$ cat src/rtl/core/hspc_pkg.sv
// ----------------------------------------------------------------------------
// hspc_pkg
// Shared types, codes and constants of the hard-sphere pair collision block.
// ----------------------------------------------------------------------------
`default_nettype none

package hspc_pkg;

  // Fixed-point format of all values
  localparam int FRAC_BITS = 16;
  localparam int VAL_W     = 32;
  localparam int REG_W     = 31;

  // Iterative divider geometry: dividend is left-aligned in DIV_W bits
  localparam int DIV_W     = 84;
  localparam int DEN_W     = 63;
  localparam int DIV_CNT_W = 7;

  // Input operation codes
  localparam logic OP_LOAD    = 1'b0;
  localparam logic OP_COLLIDE = 1'b1;

  // Zone codes
  localparam logic [2:0] ZONE_LEFT_BULK  = 3'd0;
  localparam logic [2:0] ZONE_LEFT_MEMB  = 3'd1;
  localparam logic [2:0] ZONE_RIGHT_BULK = 3'd2;
  localparam logic [2:0] ZONE_RIGHT_MEMB = 3'd3;
  localparam logic [2:0] ZONE_NONE       = 3'd4;

  // Configuration register indexes
  localparam logic [2:0] REG_BOX_X       = 3'd0;
  localparam logic [2:0] REG_BOX_Y       = 3'd1;
  localparam logic [2:0] REG_BOX_Z       = 3'd2;
  localparam logic [2:0] REG_SLAB_ONE    = 3'd3;
  localparam logic [2:0] REG_SLAB_TWO    = 3'd4;
  localparam logic [2:0] REG_SLAB_THREE  = 3'd5;

  typedef struct packed {
    logic [2:0][REG_W-1:0] box;   // x, y, z
    logic [2:0][REG_W-1:0] slab;  // one, two, three
  } cfg_t;

  // One collision job as handed from the front to the back
  typedef struct packed {
    logic [2:0][VAL_W:0]   dr;    // p1 - p2, signed
    logic [2:0][VAL_W:0]   dv;    // v1 - v2, signed
    logic [2:0][VAL_W-1:0] v1;
    logic [2:0][VAL_W-1:0] v2;
    logic [REG_W-1:0]      m1;
    logic [REG_W-1:0]      m2;
    logic [REG_W-1:0]      sigma;
    logic [2:0]            zone;
  } job_t;

  typedef struct packed {
    logic                 start;
    logic [DIV_W-1:0]     dividend;
    logic [DEN_W-1:0]     divisor;
    logic [DIV_CNT_W-1:0] nbits;
  } div_req_t;

  typedef struct packed {
    logic             done;
    logic [DIV_W-1:0] quot;
    logic [DEN_W-1:0] rem;
  } div_rsp_t;

endpackage

`default_nettype wire

$ cat src/rtl/core/hspc_queue.sv
// ----------------------------------------------------------------------------
// hspc_queue
// Two-entry job queue between the front and the back.
// ----------------------------------------------------------------------------
`default_nettype none

module hspc_queue (
  input  wire logic           clk,
  input  wire logic           rst_n,
  input  wire logic           push,
  input  wire hspc_pkg::job_t push_job,
  input  wire logic           pop,
  output hspc_pkg::job_t      head_job,
  output logic                full,
  output logic                empty
);
  import hspc_pkg::*;

  job_t       mem_r [2];
  logic       wr_ptr_r;
  logic       rd_ptr_r;
  logic [1:0] cnt_r;

  assign full     = cnt_r == 2'd2;
  assign empty    = cnt_r == 2'd0;
  assign head_job = mem_r[rd_ptr_r];

  always_ff @(posedge clk) begin
    if (!rst_n) begin
      wr_ptr_r <= 1'b0;
      rd_ptr_r <= 1'b0;
      cnt_r    <= 2'd0;
    end else begin
      if (push) begin
        mem_r[wr_ptr_r] <= push_job;
        wr_ptr_r        <= ~wr_ptr_r;
      end
      if (pop) rd_ptr_r <= ~rd_ptr_r;
      cnt_r <= cnt_r + {1'b0, push} - {1'b0, pop};
    end
  end

endmodule

`default_nettype wire

$ cat config.mk
export PLATFORM = sky130hd
export DESIGN_NAME = hspc_queue
export DESIGN_NICKNAME = d
export VERILOG_FILES = /design/src/rtl/core/hspc_pkg.sv /design/src/rtl/core/hspc_queue.sv
export SDC_FILE = /design/constraint.sdc
export NUM_CORES = 1
export LEC_CHECK = 0
export BUFFER_PORTS_ARGS = -buffer_cell sky130_fd_sc_hd__clkbuf_2
export CORE_AREA = 5 5 376 378
export DETAILED_ROUTE_END_ITERATION = 8
export DIE_AREA = 0 0 381 383
export GPL_TIMING_DRIVEN = 0
export PLACE_DENSITY = 0.47
export REMOVE_ABC_BUFFERS = 1
export SLEW_MARGIN = 10
export SYNTH_ARGS = -nofsm -noshare
export SYNTH_HDL_FRONTEND = slang
export SYNTH_SLANG_ARGS = --single-unit
$ cat constraint.sdc
create_clock -name clk -period 24.4 [get_ports clk]
set_input_delay 1.22 -clock clk [delete_from_list [all_inputs] [get_ports clk]]
set_output_delay 1.22 -clock clk [all_outputs]
set_load 0.02 [all_outputs]
# Yosys cells after proc, flatten, opt, wreduce, memory -nomap -nowiden
# Memories as Yosys holds them, arrays and structs flattened. A register that Yosys moved wholly into a read port is not among the register bits.
# Index checks and enable logic that the tools add are counted.
# W data, S select, Z words.
[totals] latch_bits=0 memories=1 romBits=0 word_cells=15 regBits=4 ramBits=972 out_inout_bits=488 in_bits=490
[mem_list] name="mem_r" depth=2 word_bits=486 rd=1 rd_ports_with_merged_regs=1 write_ports=1 line="hspc_queue.sv:19" rtl="job_t mem_r [2];"
[op_classes] n_div=0 mux=5 shift=0 reduce_logical=1 bitwise_logic=2 n_mul=0 eq_ne=1 order_cmp=0 n_addsub=2
[op_table] cell="$mux W1" n=5
[op_table] cell="$add A2 B1 Y2" n=1
[op_table] cell="$eq A2 B2 Y1 const B" n=1
[op_table] cell="$logic_not A2 Y1" n=1
[op_table] cell="$not A1 Y1" n=2
[op_table] cell="$sub A2 B1 Y2" n=1

# Logic depth before layout (Yosys ltp)
[depth] depth_word=3 mapped_depth=6 mapped_depth_nobuf=6

# Least setup slack after synthesis
# Ideal clock, no wire load.
[synth_timing] kind="input to register" from="in rst_n" to="mem mem_r[0][0] (netlist bit), enable pin" required_time_ns=23.038 t_arrival_ns=21.638 setup_time_ns=1.362 setup_slack_ns=1.399 cell_stages=2 n_path_buf=0 cell_sequence="nand2_1 -> nor2_1"
[synth_between] elab_chain_len=2
[synth_rtl] item="start: declaration" line="hspc_queue.sv:9" rtl="input wire logic rst_n,"
[synth_rtl] item="$mux W1" line="hspc_queue.sv:29" rtl="if (!rst_n) begin"
[synth_rtl] item="$mux W1 (not written as such)" line="hspc_queue.sv:35" rtl="mem_r[wr_ptr_r] <= push_job;"
[synth_rtl] item="end: declaration" line="hspc_queue.sv:19"
# No other way between the ends.

==> run metrics <==
status=finished, final reports clean; Syn Inst Count=1534; DRC Markers=0; Synth Area in Compound Gates=0%; Mean Syn Cell Area=23.12 sq um; DP Area=42950 sq um; Synth Area in Adders=0.07055%; GP Congestion=0.7960; Post-Route Utilization=33.77%; met2 GRT Util=22.43%; vias in the first global route=20100; max-cap violations=0; Net Switching=928.9 uW; largest family of logic cells by synthesized area=multiplexers; final std cells w/o fill=4507; GRT busiest layer=met2; initial DRC count=834; Post-synth top cells=edfxtp_1, mux2_2, buf_6; post-synth top area share=82.29%; RSZ-0062 raised after global routing=no; starting density of the core=25.86%; synth top area cells=edfxtp_1, mux2_2, buf_6; Critical Path RT=23.18 ns; fraction of layout instances using a drive strength above 1=61.34%; Gate power share=11.1%; Total GRT Usage=12.59%; antenna-violating nets left=0; Slew Limit Fails=0; share of synthesized flip-flops with an asynchronous set or reset=0%; die height=383 um; Post-CTS Setup Repair Bufs=0; period utilization=16.30%; Tightest Pin Transition=0.7545 ns; M1 GR Usage=12.86%; Clk network pwr share=39.0%; Ports=978; Max Clock Freq=251.4 MHz; WL/cell=21.29 um; GR Util met3=5.643%; Reg power frac=49.9%; post-route cell area=46310 sq um; Int Power=2948 uW; first-pass GRT wire length=135200 um; Worst-path clk slew=0.06 ns; PostCTS Resize Cnt=0; GRT overflow=0; CTS tree=built; deepest clock path buffer count=3; vias per cell=4.095; hold buffer count at cts=0; post-synthesis mux area share=15.43%; Setup CP Type=flip-flop to primary output; Reg2Reg Launch Point=wr_ptr_r$_SDFFE_PN0P_; Die Footprint=145900 sq um; mapped cell area=35470 sq um; Top FF cell, synth=edfxtp_1; Worst setup SP type=flip-flop; Distinct cells, synth=14; critical path endpoint category=primary output; FP Rows=136; I/O Buffers=977; Crit Path Max Fanout=56; first drt pass iteration count=4; largest net degree at the start of global routing=62; via count=18460; multi-input combinational cell area=5605 sq um; HP Class=flip-flop to flip-flop; Leakage=0.01692 uW; most common cell in the synthesized netlist=edfxtp_1; CTS buffer count=107; Hold Violations, Final=0; setup violators final=0; Yosys top cell by area=edfxtp_1; initial antenna violation count=32; Switching Fraction=23.96%; sequential-to-total area share from yosys stat=82.57%; Fillers=13250; Synth warnings=0; EDFF count, synth=972; Die Wd=381 um; fraction of synthesized cell area in xor and xnor cells=0.1129%; Setup Skew=0.02160 ns; routed wire length=95950 um; Clk Tree Root Cell=clkbuf_16; PwrDens=83.70 nW/um^2; Worst EP arrival=2.76 ns; min cycle time layout=3.978 ns; VDD IR max=0.00006894 V; hold path startpoint=rd_ptr_r$_SDFFE_PN0P_; Slew headroom=49.58%; Inst Count DP=4290; layout net count=3097; core area=137200 sq um; simple-gate share of the synthesized area=0.1552%; Clock Sinks=977; H-tree levels=3; register bit count reported by yosys=977; Clk Latency, worst-skew pair=0.70 ns; Post-DP HPWL=72350 um; P&R area growth vs syn=30.56%; register area=29290 sq um
==> path summary, 6_finish.rpt <==
check | slack [ns] | to | cells after the start
worst max-delay path | 20.42 | head_job[321] | 4
worst min-delay path | 0.58 | flip-flop | 2
worst max register to register | 21.75 | mem_r[1][485]$_DFFE_PP_ | 6
worst min register to register | 0.58 | flip-flop | 2
==> routing by layer <==
layer  up-vias  routed length (um)
li1       8349                   -
met4        14                3020
met3       168                9787
met1      9225               33550
met2       700               49490
met5         -                  99
==> cells by family after synthesis <==
| kind of cell | Yosys count |
|---|---|
| AND/OR/NAND/NOR | 10 |
| multiplexers | 486 |
| flip-flops | 977 |
| buffers and inverters | 56 |
| adder cells (fa/ha/maj) | 2 |
| XOR/XNOR | 3 |
==> power by group through the flow <==
stage | Clock (uW) | Sequential (uW) | Combinational [uW]
2_1_floorplan | 0 | 2030 | 259
3_3_place_gp | 0 | 2070 | 486
3_5_place_dp | 0 | 1970 | 439
4_1_cts | 1580 | 1940 | 441
5_1_grt | 1640 | 1940 | 458
6_report | 1510 | 1930 | 429
==> critical path, cell delays in order, from the launching register on <==
cell and delay [ns]:
dfxtp_4 0.70, buf_16 0.31, buf_16 0.30, mux2_2 0.44, clkbuf_2 0.19
==> cell usage in the layout (no fill, tap or decap), types with 17 or more instances in the layout <==
| master | n |
|---|---|
| clkbuf_1 | 22 |
| buf_16 | 17 |
| buf_12 | 22 |
| mux2_2 | 486 |
| clkbuf_2 | 977 |
| clkinv_2 | 23 |
| edfxtp_1 | 972 |
| clkinv_1 | 29 |
| clkbuf_16 | 108 |
| diode_2 | 18 |
==> through the flow <==
| step | setup TNS (ns) | power (uW) | setup slack, ns | hold WS [ns] |
|---|---|---|---|---|
| after floorplan | 0 | 2292 | 1.399 | 0.5546 |
| after global placement | -5050.72 | 2560 | -10.52 | 0.5716 |
| after detailed placement | 0 | 2410 | 20.69 | 0.5646 |
| after CTS | 0 | 3954 | 20.24 | 0.5859 |
| after global routing | 0 | 4038 | 20.23 | 0.6162 |
| final | 0 | 3877 | 20.42 | 0.5844 |
==> final cells by class <==
class                   instances  share of cell area (%)
diodes                         18                 0.09726
clock buffers                 130                   6.014
clock inverters                69                   1.156
inverters                       2                 0.01621
multi-input cells             501                   12.10
flip-flops and latches        977                   63.25
well taps                    1794                   4.847
repair buffers               1016                   12.52
==> sequential cells by signal, summed over array words and instances (netlist names), named ones only <==
| register | cells |
|---|---|
| wr_ptr_r | 1 |
| mem_r | 972 |
| cnt_r | 2 |
| rd_ptr_r | 1 |
(Power assumes the default switching activity.)
