**src/rtl/core/hspc_pkg.sv**
```systemverilog
// ----------------------------------------------------------------------------
// hspc_pkg
// Shared types, codes and constants of the hard-sphere pair collision block.
// ----------------------------------------------------------------------------
`default_nettype none

package hspc_pkg;

  // Fixed-point format of all values
  localparam int FRAC_BITS = 16;
  localparam int VAL_W     = 32;
  localparam int REG_W     = 31;

  // Iterative divider geometry: dividend is left-aligned in DIV_W bits
  localparam int DIV_W     = 84;
  localparam int DEN_W     = 63;
  localparam int DIV_CNT_W = 7;

  // Input operation codes
  localparam logic OP_LOAD    = 1'b0;
  localparam logic OP_COLLIDE = 1'b1;

  // Zone codes
  localparam logic [2:0] ZONE_LEFT_BULK  = 3'd0;
  localparam logic [2:0] ZONE_LEFT_MEMB  = 3'd1;
  localparam logic [2:0] ZONE_RIGHT_BULK = 3'd2;
  localparam logic [2:0] ZONE_RIGHT_MEMB = 3'd3;
  localparam logic [2:0] ZONE_NONE       = 3'd4;

  // Configuration register indexes
  localparam logic [2:0] REG_BOX_X       = 3'd0;
  localparam logic [2:0] REG_BOX_Y       = 3'd1;
  localparam logic [2:0] REG_BOX_Z       = 3'd2;
  localparam logic [2:0] REG_SLAB_ONE    = 3'd3;
  localparam logic [2:0] REG_SLAB_TWO    = 3'd4;
  localparam logic [2:0] REG_SLAB_THREE  = 3'd5;

  typedef struct packed {
    logic [2:0][REG_W-1:0] box;   // x, y, z
    logic [2:0][REG_W-1:0] slab;  // one, two, three
  } cfg_t;

  // One collision job as handed from the front to the back
  typedef struct packed {
    logic [2:0][VAL_W:0]   dr;    // p1 - p2, signed
    logic [2:0][VAL_W:0]   dv;    // v1 - v2, signed
    logic [2:0][VAL_W-1:0] v1;
    logic [2:0][VAL_W-1:0] v2;
    logic [REG_W-1:0]      m1;
    logic [REG_W-1:0]      m2;
    logic [REG_W-1:0]      sigma;
    logic [2:0]            zone;
  } job_t;

  typedef struct packed {
    logic                 start;
    logic [DIV_W-1:0]     dividend;
    logic [DEN_W-1:0]     divisor;
    logic [DIV_CNT_W-1:0] nbits;
  } div_req_t;

  typedef struct packed {
    logic             done;
    logic [DIV_W-1:0] quot;
    logic [DEN_W-1:0] rem;
  } div_rsp_t;

endpackage

`default_nettype wire

```
**src/rtl/core/hspc_div.sv**
```systemverilog
// ----------------------------------------------------------------------------
// hspc_div
// Radix-2 restoring divider, one quotient bit per cycle.
// ----------------------------------------------------------------------------
`default_nettype none

module hspc_div (
  input  wire logic              clk,
  input  wire logic              rst_n,
  input  wire hspc_pkg::div_req_t req,
  output hspc_pkg::div_rsp_t      rsp
);
  import hspc_pkg::*;

  logic                 busy_r;
  logic                 done_r;
  logic [DIV_CNT_W-1:0] cnt_r;
  logic [DIV_W-1:0]     num_r;
  logic [DIV_W-1:0]     q_r;
  logic [DEN_W-1:0]     rem_r;
  logic [DEN_W-1:0]     den_r;

  logic [DEN_W:0]       trial;
  logic                 ge;
  logic [DEN_W:0]       diff;

  assign trial = {rem_r, num_r[DIV_W-1]};
  assign ge    = trial >= {1'b0, den_r};
  assign diff  = trial - {1'b0, den_r};

  always_ff @(posedge clk) begin
    if (!rst_n) begin
      busy_r <= 1'b0;
      done_r <= 1'b0;
      cnt_r  <= '0;
    end else begin
      done_r <= 1'b0;
      if (req.start) begin
        busy_r <= 1'b1;
        cnt_r  <= req.nbits;
        num_r  <= req.dividend;
        den_r  <= req.divisor;
        rem_r  <= '0;
        q_r    <= '0;
      end else if (busy_r) begin
        rem_r <= ge ? diff[DEN_W-1:0] : trial[DEN_W-1:0];
        q_r   <= {q_r[DIV_W-2:0], ge};
        num_r <= {num_r[DIV_W-2:0], 1'b0};
        cnt_r <= cnt_r - 1'b1;
        if (cnt_r == DIV_CNT_W'(1)) begin
          busy_r <= 1'b0;
          done_r <= 1'b1;
        end
      end
    end
  end

  assign rsp.done = done_r;
  assign rsp.quot = q_r;
  assign rsp.rem  = rem_r;

endmodule

`default_nettype wire

```
**config.mk**
```make
export PLATFORM = sky130hd
export DESIGN_NAME = hspc_div
export DESIGN_NICKNAME = d
export VERILOG_FILES = /design/src/rtl/core/hspc_pkg.sv /design/src/rtl/core/hspc_div.sv
export SDC_FILE = /design/constraint.sdc
export NUM_CORES = 1
export LEC_CHECK = 0
export ABC_AREA = 1
export BUFFER_PORTS_ARGS = -buffer_cell sky130_fd_sc_hd__buf_4
export CORE_MARGIN = 3
export CORE_UTILIZATION = 51
export DETAILED_ROUTE_END_ITERATION = 6
export HOLD_SLACK_MARGIN = 0.08
export PLACE_DENSITY = 0.73
export SETUP_SLACK_MARGIN = 0.2
export SYNTH_ARGS = -nofsm -noshare
export SYNTH_HDL_FRONTEND = slang
export SYNTH_SLANG_ARGS = --single-unit
```
**constraint.sdc**
```tcl
create_clock -name clk -period 18.6 [get_ports clk]
set_input_delay 3.72 -clock clk [delete_from_list [all_inputs] [get_ports clk]]
set_output_delay 3.72 -clock clk [all_outputs]
set_load 0.005 [all_outputs]
```
# --- Word level (Yosys, flattened, before mapping) ---
# Cells that the tools add are included.
op_classes:
  add_sub_neg: 2
  n_lt_le_gt_ge: 1
  eq_ne: 1
  mux: 11
  bitwise: 2
  reduce_logical: 4
op_table:
  columns: ["op", "count"]
  rows:
  - ["84-bit 2-to-1 mux", 3]
  - ["63-bit 2-to-1 mux", 2]
  - ["64-bit by 63-bit >= comparator with 1-bit output", 1]
  - ["63-bit subtractor", 1]
  - ["7-bit 2-to-1 mux", 2]
  - ["7-bit by 1-bit equality test with 1-bit output, second input constant", 1]
  - ["7-bit by 1-bit subtractor with 7-bit output, second input constant", 1]
  - ["1-bit 2-to-1 mux", 4]
  - ["2-bit AND reduction", 2]
  - ["3-bit OR reduction", 1]
  - ["1-bit inverter", 2]
  - ["2-bit nonzero test", 1]
word_totals:
  reg_bits: 303
  input_bits: 157
  out_inout_bits: 148
  wordCells: 28

# --- Depth between registers and ports, before layout ---
logic_depth:
  word_depth: 4
  ltp_mapped: 19

# --- Worst setup path after synthesis ---
# OpenSTA, ideal clock, no wires.
synth_path:
  path_kind: "in2reg"
  from: "in req[154] (netlist bit)"
  to: "reg num_r[0], enable pin"
  setup_ns: 0.828
  arrival_ns: 13.653
  required_time_ns: 17.772
  path_slack_ns: 4.119
  path_stages: 3
  cell_sequence: "clkbuf_1 > nor2_1 > nor2_1"
synth_between:
  elab_chain_cells: 2
synth_lines:
  columns: ["item", "line_no", "source"]
  rows:
  - ["start, declared", "hspc_div.sv:10", "input wire hspc_pkg::div_req_t req,"]
  - ["2-bit nonzero test (no line)", null, null]
  - ["2-bit AND reduction (no line)", null, null]
  - ["end signal, assigned", "hspc_div.sv:41", "num_r <= req.dividend;"]
  - ["end signal, assigned", "hspc_div.sv:48", "num_r <= {num_r[DIV_W-2:0], 1'b0};"]
  - ["end, declared", "hspc_div.sv:18", "logic [DIV_W-1:0] num_r;"]
# No other way between the ends.
# A chain may end at the register's enable or synchronous reset.

# --- Final worst setup path ---
layout_path:
  from: "in req[154] (netlist bit)"
  to: "reg num_r[66], enable pin"
# The elaborated chain is that of the path after synthesis.

==> results.yml <==
outcome:
  status: "finished clean"
route:
  drt_iter0_drc: 935
  via_per_inst: 4.86
  firstDrtPassIters: 5
  wl_per_cell_um: 16.4
  drc_errors: 0
  finalWirelength_um: 52900
  vias: 15700
  drtAntennaViolNets: 0
clocking:
  clock_path_buffers: 3
  cts.repair.resized: 0
  post-cts-setup-buffers: 0
  cts_buffers: 35
  holdBufCountCts: 0
  clock-sinks: 303
  clk_latency_ps: 560
  h-tree-depth: 2
  cts_tree: "built"
  root_buffer: "clkbuf_16"
  path_clk_slew_ps: 60
die:
  core-area_um2: 35000
  die_w_um: 195
  dieArea_um2: 38200
  rows: 68
  start_util: 0.523
  io_pins: 305
  die_h_um: 195
cells_and_area:
  finalNetCount: 2971
  drive_above_1_share: 0.145
  multi_input_area_um2: 7090
  final_cell_mix: "967 x nand2_1, 518 x inv_1, 310 x buf_4"
  nFillCells: 3139
  num_antenna_cells: 0
  regArea_um2: 9010
  area_delta_synth_final_pct: 21.0
  final_common_cell: "nand2_1"
synth:
  async_flop_share: 0
  synth.avg_cell_area_um2: 7.46
  synthFlopType: "edfxtp_1"
  synth_area_leaders: "edfxtp_1 48%, nand2_1 20%, inv_1 11%"
  synth.distinct_cells: 39
  yosys.area.top_type: "edfxtp_1"
  synth_seq_cells: 303
  synth_top_area_share: 0.483
  synth-edff-count: 294
  netlist_instances: 2450
  syn_area_um2: 18300
  synth_nets: 2673
  ys_warn_count: 0
  yosysSeqAreaShare: 0.493
setup_path:
  crit_path_end_kind: "register"
  critPathMaxStageDelay_ps: 920
  crit_fanout: 87
  crit_type: "input port to register"
  crit_buf_inv: 3
  crit_top_cell: "buf_4"
  crit_path_start_kind: "input port"
  worstPathCellList: "buf_4 -> nor2_1 -> nor2_4 -> buf_4 -> buf_4"
  crit_arrival_ps: 6400
  slowest_stage: "buf_4"
  critPathTopFamily: "buffers and inverters"
  critPathRequiredTime_ps: 18770
global_route:
  grt_pass1_wl_um: 83100
  grt_max_degree: 105
  grt.overflow.total: 0
  antenna_found_initial: 1
  grt_pass1_vias: 15500
  grt.total_usage: 0.275
pwr:
  power_density_nw_per_um2: 93.0
  internal_power_mw: 1.41
  clockPowerShare: 0.341
  pwr-share-seq: 0.412
  ir_drop_mv: 0.131
  leakage_nw: 11.7
  switching_share: 0.315
  combPwrFrac: 0.247
  p_switching_mw: 0.649
sta:
  hold_viol: 0
  fin_crit_ps: 6240
  fin_tns_setup_ps: 0
  setup_viol: 0
  max_freq_mhz: 160
  setup_slack_ps: 12360
  skew_ps: 21.2
  rsz0062_at_grt: "false"
  fin_crit_sh: 0.335
  tightest_slew_ps: 1240
  slew_violations: 0
  relSlewSlack: 0.176
hold_path:
  hp-class: "register to register"
run:
  drv_cap: 0
placed_design:
  gp_congestion: 0.969
  port_buffers: 304
  hpwlAfterDp_um: 40700
  pre_cts_slack_ps: 11810
==> synth_stat cells, types with 2 or more instances <==
library cell and instances:
buf_4 5, nor2_2 21, nor4_1 3, clkbuf_1 31, nand3_2 2, dfxtp_1 9, a21oi_1 39, nand3_1 62
nand2_1 967, o21a_1 2, edfxtp_1 294, inv_1 520, nand2_2 8, buf_2 6, nor3_1 11, xor2_1 31
buf_1 5, nand4_1 20, nor2_1 275, a31oi_1 4, and3_1 2, o21ai_0 43, inv_2 3, nand3b_1 8
ha_1 65
==> metal layers <==
layer,track usage,routed length (um),up-vias
li1,-,-,8036
met1,0.342,21900,7154
met2,0.458,24900,428
met3,0.0868,4350,87
met4,0.0879,1710,2
met5,0,13,-
==> cell families (layout without fill, tap and decap cells) <==
kind of cell,Yosys count,count (layout),synth area share
compound gates,92,92,0.0261
xor+xnor,32,32,0.0153
fa+ha+maj,66,66,0.0456
buf+inv,573,898,0.120
flops,303,303,0.493
simple gates,1384,1384,0.300
==> worst register-to-register path: cells and delay by family (launching register included) <==
family | cells | cell delay (ps)
buffers and inverters | 3 | 700
and+or+nand+nor | 12 | 1770
adders and majority gates | 2 | 640
DFF | 1 | 330
==> power by group through the flow <==
stage	combinational [mW]	clock [mW]	sequential, mW
after floorplan	0.325	0	0.867
after global placement	0.499	0	0.860
after detailed placement	0.507	0	0.861
after CTS	0.510	0.716	0.848
after global routing	0.575	0.741	0.854
final	0.509	0.701	0.848
==> final cells by class <==
type                       instances  share of cell area
multi-input combinational       1574               0.321
inverter                         524              0.0890
tap                              455              0.0257
timing repair buffer             310               0.105
clock inverter                    23              0.0116
clock buffer                      41              0.0406
sequential                       303               0.407
==> state kept, by name, summed over array words and instances, names as in the netlist <==
signal,count
cnt_r,7
num_r,84
den_r,63
busy_r,1
done_r,1
q_r,84
rem_r,63
==> final timing paths <==
| check | cells past startpoint | start | end | slack [ps] |
|---|---|---|---|---|
| max reg2reg | 17 | num_r[83] | rem_r[24] | 14920 |
| min reg2reg | 2 | cnt_r[6] | cnt_r[6] | 500 |
| max | 5 | req[154] | num_r[66] | 12360 |
| min | 2 | cnt_r[6] | cnt_r[6] | 500 |
==> through the flow <==
step | utilization | instances | power [mW] | cell area (um2) | hold slack [ps]
floorplan | - | 2450 | 1.19 | 18300 | 462
finish | 0.633 | 3230 | 2.06 | 22100 | 497
detailed placement | 0.600 | 3166 | 1.37 | 21000 | 489
global route | 0.633 | 3230 | 2.17 | 22100 | 527
CTS | 0.633 | 3230 | 2.07 | 22100 | 498
global placement | 0.600 | 3166 | 1.36 | 21000 | 488
(Power assumes the default switching activity.)
