==> config.mk <==
export PLATFORM = sky130hd
export DESIGN_NAME = hspc_front
export DESIGN_NICKNAME = d
export VERILOG_FILES = /design/src/rtl/core/hspc_pkg.sv /design/src/rtl/core/hspc_front.sv
export SDC_FILE = /design/constraint.sdc
export NUM_CORES = 1
export LEC_CHECK = 0
export BUFFER_PORTS_ARGS = -buffer_cell sky130_fd_sc_hd__buf_2
export CELL_PAD_IN_SITES_DETAIL_PLACEMENT = 2
export CELL_PAD_IN_SITES_GLOBAL_PLACEMENT = 2
export CORE_AREA = 5 5 355 357
export DETAILED_ROUTE_END_ITERATION = 16
export DIE_AREA = 0 0 360 362
export PLACE_DENSITY = 0.63
export SLEW_MARGIN = 20
export SYNTH_ARGS = -nofsm -noshare
export SYNTH_HDL_FRONTEND = slang
export SYNTH_SLANG_ARGS = --single-unit
export TNS_END_PERCENT = 10
==> constraint.sdc <==
create_clock -name clk -period 26.2 [get_ports clk]
set_clock_uncertainty 0.2 [all_clocks]
set_input_delay 5.24 -clock clk [delete_from_list [all_inputs] [get_ports clk]]
set_output_delay 5.24 -clock clk [all_outputs]
set_load 0.02 [all_outputs]
==> src/rtl/core/hspc_pkg.sv <==
// ----------------------------------------------------------------------------
// hspc_pkg
// Shared types, codes and constants of the hard-sphere pair collision block.
// ----------------------------------------------------------------------------
`default_nettype none

package hspc_pkg;

  // Fixed-point format of all values
  localparam int FRAC_BITS = 16;
  localparam int VAL_W     = 32;
  localparam int REG_W     = 31;

  // Iterative divider geometry: dividend is left-aligned in DIV_W bits
  localparam int DIV_W     = 84;
  localparam int DEN_W     = 63;
  localparam int DIV_CNT_W = 7;

  // Input operation codes
  localparam logic OP_LOAD    = 1'b0;
  localparam logic OP_COLLIDE = 1'b1;

  // Zone codes
  localparam logic [2:0] ZONE_LEFT_BULK  = 3'd0;
  localparam logic [2:0] ZONE_LEFT_MEMB  = 3'd1;
  localparam logic [2:0] ZONE_RIGHT_BULK = 3'd2;
  localparam logic [2:0] ZONE_RIGHT_MEMB = 3'd3;
  localparam logic [2:0] ZONE_NONE       = 3'd4;

  // Configuration register indexes
  localparam logic [2:0] REG_BOX_X       = 3'd0;
  localparam logic [2:0] REG_BOX_Y       = 3'd1;
  localparam logic [2:0] REG_BOX_Z       = 3'd2;
  localparam logic [2:0] REG_SLAB_ONE    = 3'd3;
  localparam logic [2:0] REG_SLAB_TWO    = 3'd4;
  localparam logic [2:0] REG_SLAB_THREE  = 3'd5;

  typedef struct packed {
    logic [2:0][REG_W-1:0] box;   // x, y, z
    logic [2:0][REG_W-1:0] slab;  // one, two, three
  } cfg_t;

  // One collision job as handed from the front to the back
  typedef struct packed {
    logic [2:0][VAL_W:0]   dr;    // p1 - p2, signed
    logic [2:0][VAL_W:0]   dv;    // v1 - v2, signed
    logic [2:0][VAL_W-1:0] v1;
    logic [2:0][VAL_W-1:0] v2;
    logic [REG_W-1:0]      m1;
    logic [REG_W-1:0]      m2;
    logic [REG_W-1:0]      sigma;
    logic [2:0]            zone;
  } job_t;

  typedef struct packed {
    logic                 start;
    logic [DIV_W-1:0]     dividend;
    logic [DEN_W-1:0]     divisor;
    logic [DIV_CNT_W-1:0] nbits;
  } div_req_t;

  typedef struct packed {
    logic             done;
    logic [DIV_W-1:0] quot;
    logic [DEN_W-1:0] rem;
  } div_rsp_t;

endpackage

`default_nettype wire

==> src/rtl/core/hspc_front.sv <==
// ----------------------------------------------------------------------------
// hspc_front
// Accepts beats, holds particle one, builds collision jobs and zone codes.
// ----------------------------------------------------------------------------
`default_nettype none

module hspc_front (
  input  wire logic        clk,
  input  wire hspc_pkg::cfg_t cfg,
  input  wire logic        in_valid,
  output logic             in_stall,
  input  wire logic        in_op,
  input  wire logic [31:0] in_pos_x,
  input  wire logic [31:0] in_pos_y,
  input  wire logic [31:0] in_pos_z,
  input  wire logic [31:0] in_vel_x,
  input  wire logic [31:0] in_vel_y,
  input  wire logic [31:0] in_vel_z,
  input  wire logic [30:0] in_particle_mass,
  input  wire logic [30:0] in_contact_dist,
  input  wire logic        q_full,
  output logic             push,
  output hspc_pkg::job_t   job
);
  import hspc_pkg::*;

  logic [2:0][VAL_W-1:0] hold_pos_r;
  logic [2:0][VAL_W-1:0] hold_vel_r;
  logic [REG_W-1:0]      hold_mass_r;
  logic [2:0][VAL_W-1:0] pos;
  logic [2:0][VAL_W-1:0] vel;
  logic                  accept;
  logic [2:0]            zone_one;
  logic [2:0]            zone_two;

  function automatic logic [2:0] slab_of(input logic [VAL_W-1:0] z, input cfg_t c);
    logic [REG_W-1:0] zm;
    zm = z[REG_W-1:0];
    if (z[VAL_W-1])                                       return ZONE_NONE;
    else if (zm < c.slab[0])                              return ZONE_LEFT_BULK;
    else if (zm >= c.slab[0] && zm < c.slab[1])           return ZONE_LEFT_MEMB;
    else if (zm >= c.slab[1] && zm < c.slab[2])           return ZONE_RIGHT_BULK;
    else if (zm >= c.slab[2] && zm < c.box[2])            return ZONE_RIGHT_MEMB;
    else                                                  return ZONE_NONE;
  endfunction

  assign pos      = {in_pos_z, in_pos_y, in_pos_x};
  assign vel      = {in_vel_z, in_vel_y, in_vel_x};
  assign in_stall = q_full;
  assign accept   = in_valid && !in_stall;
  assign push     = accept && (in_op == OP_COLLIDE);

  assign zone_one = slab_of(hold_pos_r[2], cfg);
  assign zone_two = slab_of(pos[2], cfg);

  always_comb begin
    for (int a = 0; a < 3; a++) begin
      job.dr[a] = {hold_pos_r[a][VAL_W-1], hold_pos_r[a]} - {pos[a][VAL_W-1], pos[a]};
      job.dv[a] = {hold_vel_r[a][VAL_W-1], hold_vel_r[a]} - {vel[a][VAL_W-1], vel[a]};
    end
    job.v1    = hold_vel_r;
    job.v2    = vel;
    job.m1    = hold_mass_r;
    job.m2    = in_particle_mass;
    job.sigma = in_contact_dist;
    job.zone  = (zone_one == zone_two) ? zone_one : ZONE_NONE;
  end

  // particle one is held until the next load
  always_ff @(posedge clk) begin
    if (accept && in_op == OP_LOAD) begin
      hold_pos_r  <= pos;
      hold_vel_r  <= vel;
      hold_mass_r <= in_particle_mass;
    end
  end

endmodule

`default_nettype wire

After elaboration in Yosys (flattened, before gate mapping)
Cells that the tools add are included.
{ "word_totals": {"ff_bits": 223, "input_bits": 444, "out_inout_bits": 488, "wordCells": 50} }
{ "classes": {"n_addsub": 6, "order_cmp": 14, "eq_ne": 1, "mux": 11, "bitwise_logic": 1, "n_reduce_logical": 10} }
{ "ops": {"columns": ["op", "n"], "rows": [
  ["$lt 31x31->1", 8],
  ["$sub 32x32->33", 6],
  ["$ge 31x31->1", 6],
  ["$mux 3", 11],
  ["$logic_and 1x1->1", 9],
  ["$eq 3x3->1", 1],
  ["$logic_not 1->1", 1],
  ["$not 1->1", 1]
]} }

Longest topological paths before layout
{ "logic_depth": {"ltp_word": 9, "depth_mapped": 13, "mapped_depth_nobuf": 13} }

Least setup slack after synthesis
Ideal clock, no wire load.
{ "synth_timing": {"path_type": "input to register", "start": "input q_full", "end": "register hold_mass_r[0], enable pin", "setup_ps": 1130, "arrival_time_ps": 21366, "path_slack_ps": 3504, "stages": 1, "n_path_buf": 0, "path_cell_list": "nor3b_1"} }
{ "synth_via": {"elab_chain_cells": 3} }
{ "synth_rtl": {"columns": ["item", "line", "text"], "rows": [
  ["start: declaration", "hspc_front.sv:21", "input wire logic q_full,"],
  ["$logic_not 1->1", "hspc_front.sv:50", "assign accept = in_valid && !in_stall;"],
  ["$logic_and 1x1->1", "hspc_front.sv:50", null],
  ["$logic_and 1x1->1", "hspc_front.sv:71", "if (accept && in_op == OP_LOAD) begin"],
  ["end signal: assignment", "hspc_front.sv:74", "hold_mass_r <= in_particle_mass;"],
  ["end: declaration", "hspc_front.sv:29", "logic [REG_W-1:0] hold_mass_r;"]
]} }
Every way passes these cells.
A chain may end at the register's enable or synchronous reset.

==> key figures <==
Placement
  • GPL Wtd Cong: 0.837
  • IO buf count: 807
  • Detailed Place HPWL: 94,000 µm
  • DP Worst Slack: ~11 ns
  • DP Area: 28,200 µm²

Setup path
  • CP startpoint: in_pos_y[0]
  • Instance count on the critical path: 14
  • Critical path peak fanout: 3
  • WP data required: 20.76 ns
  • Crit path cell chain: buf_2 -> ha_1 -> fa_1 -> nor2b_1 -> o31ai_1 -> a211oi_1 -> o21ai_1 -> a21oi_1 -> o41ai_2 -> o21ai_1 -> a21o_1 -> a21oi_1 -> xnor2_1 -> buf_2
  • WP buf/inv: 2
  • Startpoint type of the worst setup path: primary input
  • CP endpoint kind: output port
  • Critical Path Sink: job[450]
  • Critical Path Max Stage Delay: 0.53 ns
  • Crit Path Class: in2out
  • CP arrival: 9.04 ns
  • CP delay by family, top: compound AO/OA/AOI/OAI gates
  • Slowest cell on crit path: nor2b_1

Power
  • Int Pwr: 949 µW
  • Pwr Total: ~1.6 mW
  • Switch share: 39.5%
  • Maximum VDD drop: slightly below 0.00004 V
  • P_sw: approximately 620 µW
  • PwrDens: about 53 nW/µm²
  • Leakage: around 15 nW
  • Reg power frac: a little over a quarter
  • Comb power frac: 38.9%
  • Clock network power share: 34.0%

Timing
  • Crit path time final: 14.48 ns
  • Worst-Margin Slew: 0.984 ns
  • Final setup fails: 0
  • Max-slew headroom: 34.4%
  • Hold Vio Cnt, Final: 0
  • Fin Setup TNS: 0 ns
  • Worst setup margin: 11.72 ns
  • Final Cycle Share: 55.3%
  • RSZ-0062 raised after global routing: false
  • Max-slew violations: 0
  • Fmax: 0.0690 GHz

Global route
  • First-pass GRT wire length: around 160,000 µm
  • Layer with the highest usage: met2
  • Met1 Track Usage GR: around 18%
  • Grt ovf: 0
  • Tot GR Track Use: 15.9%
  • Global-route track usage on met3: 4.04%
  • Initial antenna violation count: 29
  • Met2 usage: around 30%
  • Vias in the first global route: 23,304
  • Largest net degree at the start of global routing: 121

Status
  • Status: complete, no violations

Clock network
  • Clock net sink count: about 220
  • TritonCTS Buffers: 37
  • PostCTS Resize Cnt: 0
  • Root buf cell: clkbuf_16
  • H-tree levels: 2
  • TritonCTS clock tree: yes
  • Post-CTS setup buffers: 0
  • CTS Hold Buffers Added: 0
  • Deepest clock path buffer count: 3
  • Clk slew on worst S/H paths: roughly 0.070 ns

Synthesis
  • Yosys warns: 0
  • Yosys reg bits: 223
  • Syn_nets: 3,404
  • Asr flop ratio synth: 0%
  • Syn Inst Count: ~2,500
  • Prevailing post-synth register cell: edfxtp_1
  • Synth cell types: a little under 80
  • Synthesized area per cell: 9.25 µm²
  • Post-synth EDFFs: 223
  • Register area share after synthesis: between 20% and 30%
  • Mapped cell area: 23,300 µm²

Floorplanning
  • Chip Width: 360 µm
  • Die footprint: ~130,000 µm²
  • Core area: 123,000 µm²
  • Height of the die: 362 µm
  • Num ports: 932
  • Starting Density: 19.0%
  • Row count: ~130

Routing
  • First-pass DRT Iterations: 5
  • Post-route ant nets: 0
  • DRC: 0
  • Routed WL: 109,000 µm
  • DR vias: 21,546
  • Starting DRT DRC Count: a little under 800
  • Drt wl/cell: approximately 22 µm
  • Via/cell ratio: ~4.4

Worst hold path
  • Hold Path Class: in2reg

Finish
  • Fin nets: 4,087
  • Commonest non-fill, non-tap cell in the layout: buf_2
  • Core Util, Final: 24.0%
  • Layout cells sized above 1: 27.8%
  • Area Overhead vs Synth: 26.6%
  • Commonest cells after routing, fill and taps aside: buf_2, ha_1, inv_1
  • Cell area after layout: 29,400 µm²

Flow run
  • Max cap viols: 0
logic make-up (layout without fill, tap and decap cells):
logic type / after synthesis / after routing / share of synthesized area [%]
XOR/XNOR: 155 / 155 / 5.84
other: 0 / 6 / 0
AND/OR/NAND/NOR: 465 / 465 / 10.2
AO/OA/AOI/OAI: 699 / 699 / 19.9
flip-flops: 223 / 223 / 28.8
buffers and inverters: 530 / 1238 / 11.1
adder cells (fa/ha/maj): 444 / 444 / 24.1
flip-flops by register name, summed over array words and instances, names as in the netlist:
| register | cells |
|---|---|
| job | 96 |
| hold_pos_r | 96 |
| hold_mass_r | 31 |
power by group through the flow:
stage	combinational [mW]	sequential [mW]	clock (mW)
2_1_floorplan	0.374	0.445	0
3_3_place_gp	0.614	0.431	0
3_5_place_dp	0.623	0.432	0
4_1_cts	0.627	0.425	0.563
5_1_grt	0.669	0.427	0.572
6_report	0.611	0.425	0.535
cells in the mapped netlist, drive strengths merged, types with 8 or more instances:
master  instances  area share (%)
and3           22            0.59
ha            438              24
nand3          50             1.1
buf           159             5.1
nor2          121             2.0
o211ai         18            0.58
xor2           44             1.7
or2             8            0.22
o31a           12            0.45
o41ai           8            0.43
a31oi          23            0.62
a211oi         27            0.96
nand4          35            0.94
o31ai          13            0.42
a21oi         205             4.4
o21ai         119             2.6
nand2b         35            0.94
a21o          117             3.8
nand2          75             1.2
or3             8            0.22
o21a           62             2.0
nor3           32            0.69
nor2b          42             1.1
a211o          11            0.42
a311oi          8            0.38
edfxtp        223              29
o21bai         17            0.60
xnor2         111             4.2
inv           364             5.9
a221oi          8            0.30
cell type report:
type                            count  area [µm²]
Antenna cell                        6        15.0
Clock buffer                       40         958
Clock inverter                     24         294
Fill cell                       14247       93200
Inverter                          364        1370
Multi-Input combinational cell   1763       14000
Sequential cell                   223        6700
Tap cell                         1637        2050
Timing Repair Buffer              810        4070
worst min-delay path by stage:
| stage | depth (start not counted) | from | to |
|---|---|---|---|
| floorplan | 0 | in_particle_mass[0] | hold_mass_r[0] |
| global placement | 1 | in_particle_mass[27] | hold_mass_r[27] |
| detailed placement | 1 | in_particle_mass[21] | hold_mass_r[21] |
| CTS | 1 | in_pos_y[26] | hold_pos_r[58] |
| global route | 1 | in_pos_y[23] | hold_pos_r[55] |
| finish | 1 | in_pos_x[2] | hold_pos_r[2] |
layer usage:
metal  wire (µm)  share of wire, %
met1       44300                41
met2       55500                51
met3        6660               6.1
met4        2530               2.3
met5         139              0.13
metrics by stage:
| step | hold WS (ns) | cells |
|---|---|---|
| 2_1_floorplan | 5.14 | 2516 |
| 3_3_place_gp | 5.23 | 4797 |
| 3_5_place_dp | 5.23 | 4797 |
| 4_1_cts | 4.56 | 4861 |
| 5_1_grt | 4.59 | 4861 |
| 6_report | 4.64 | 4867 |
(Power assumes the default switching activity.)
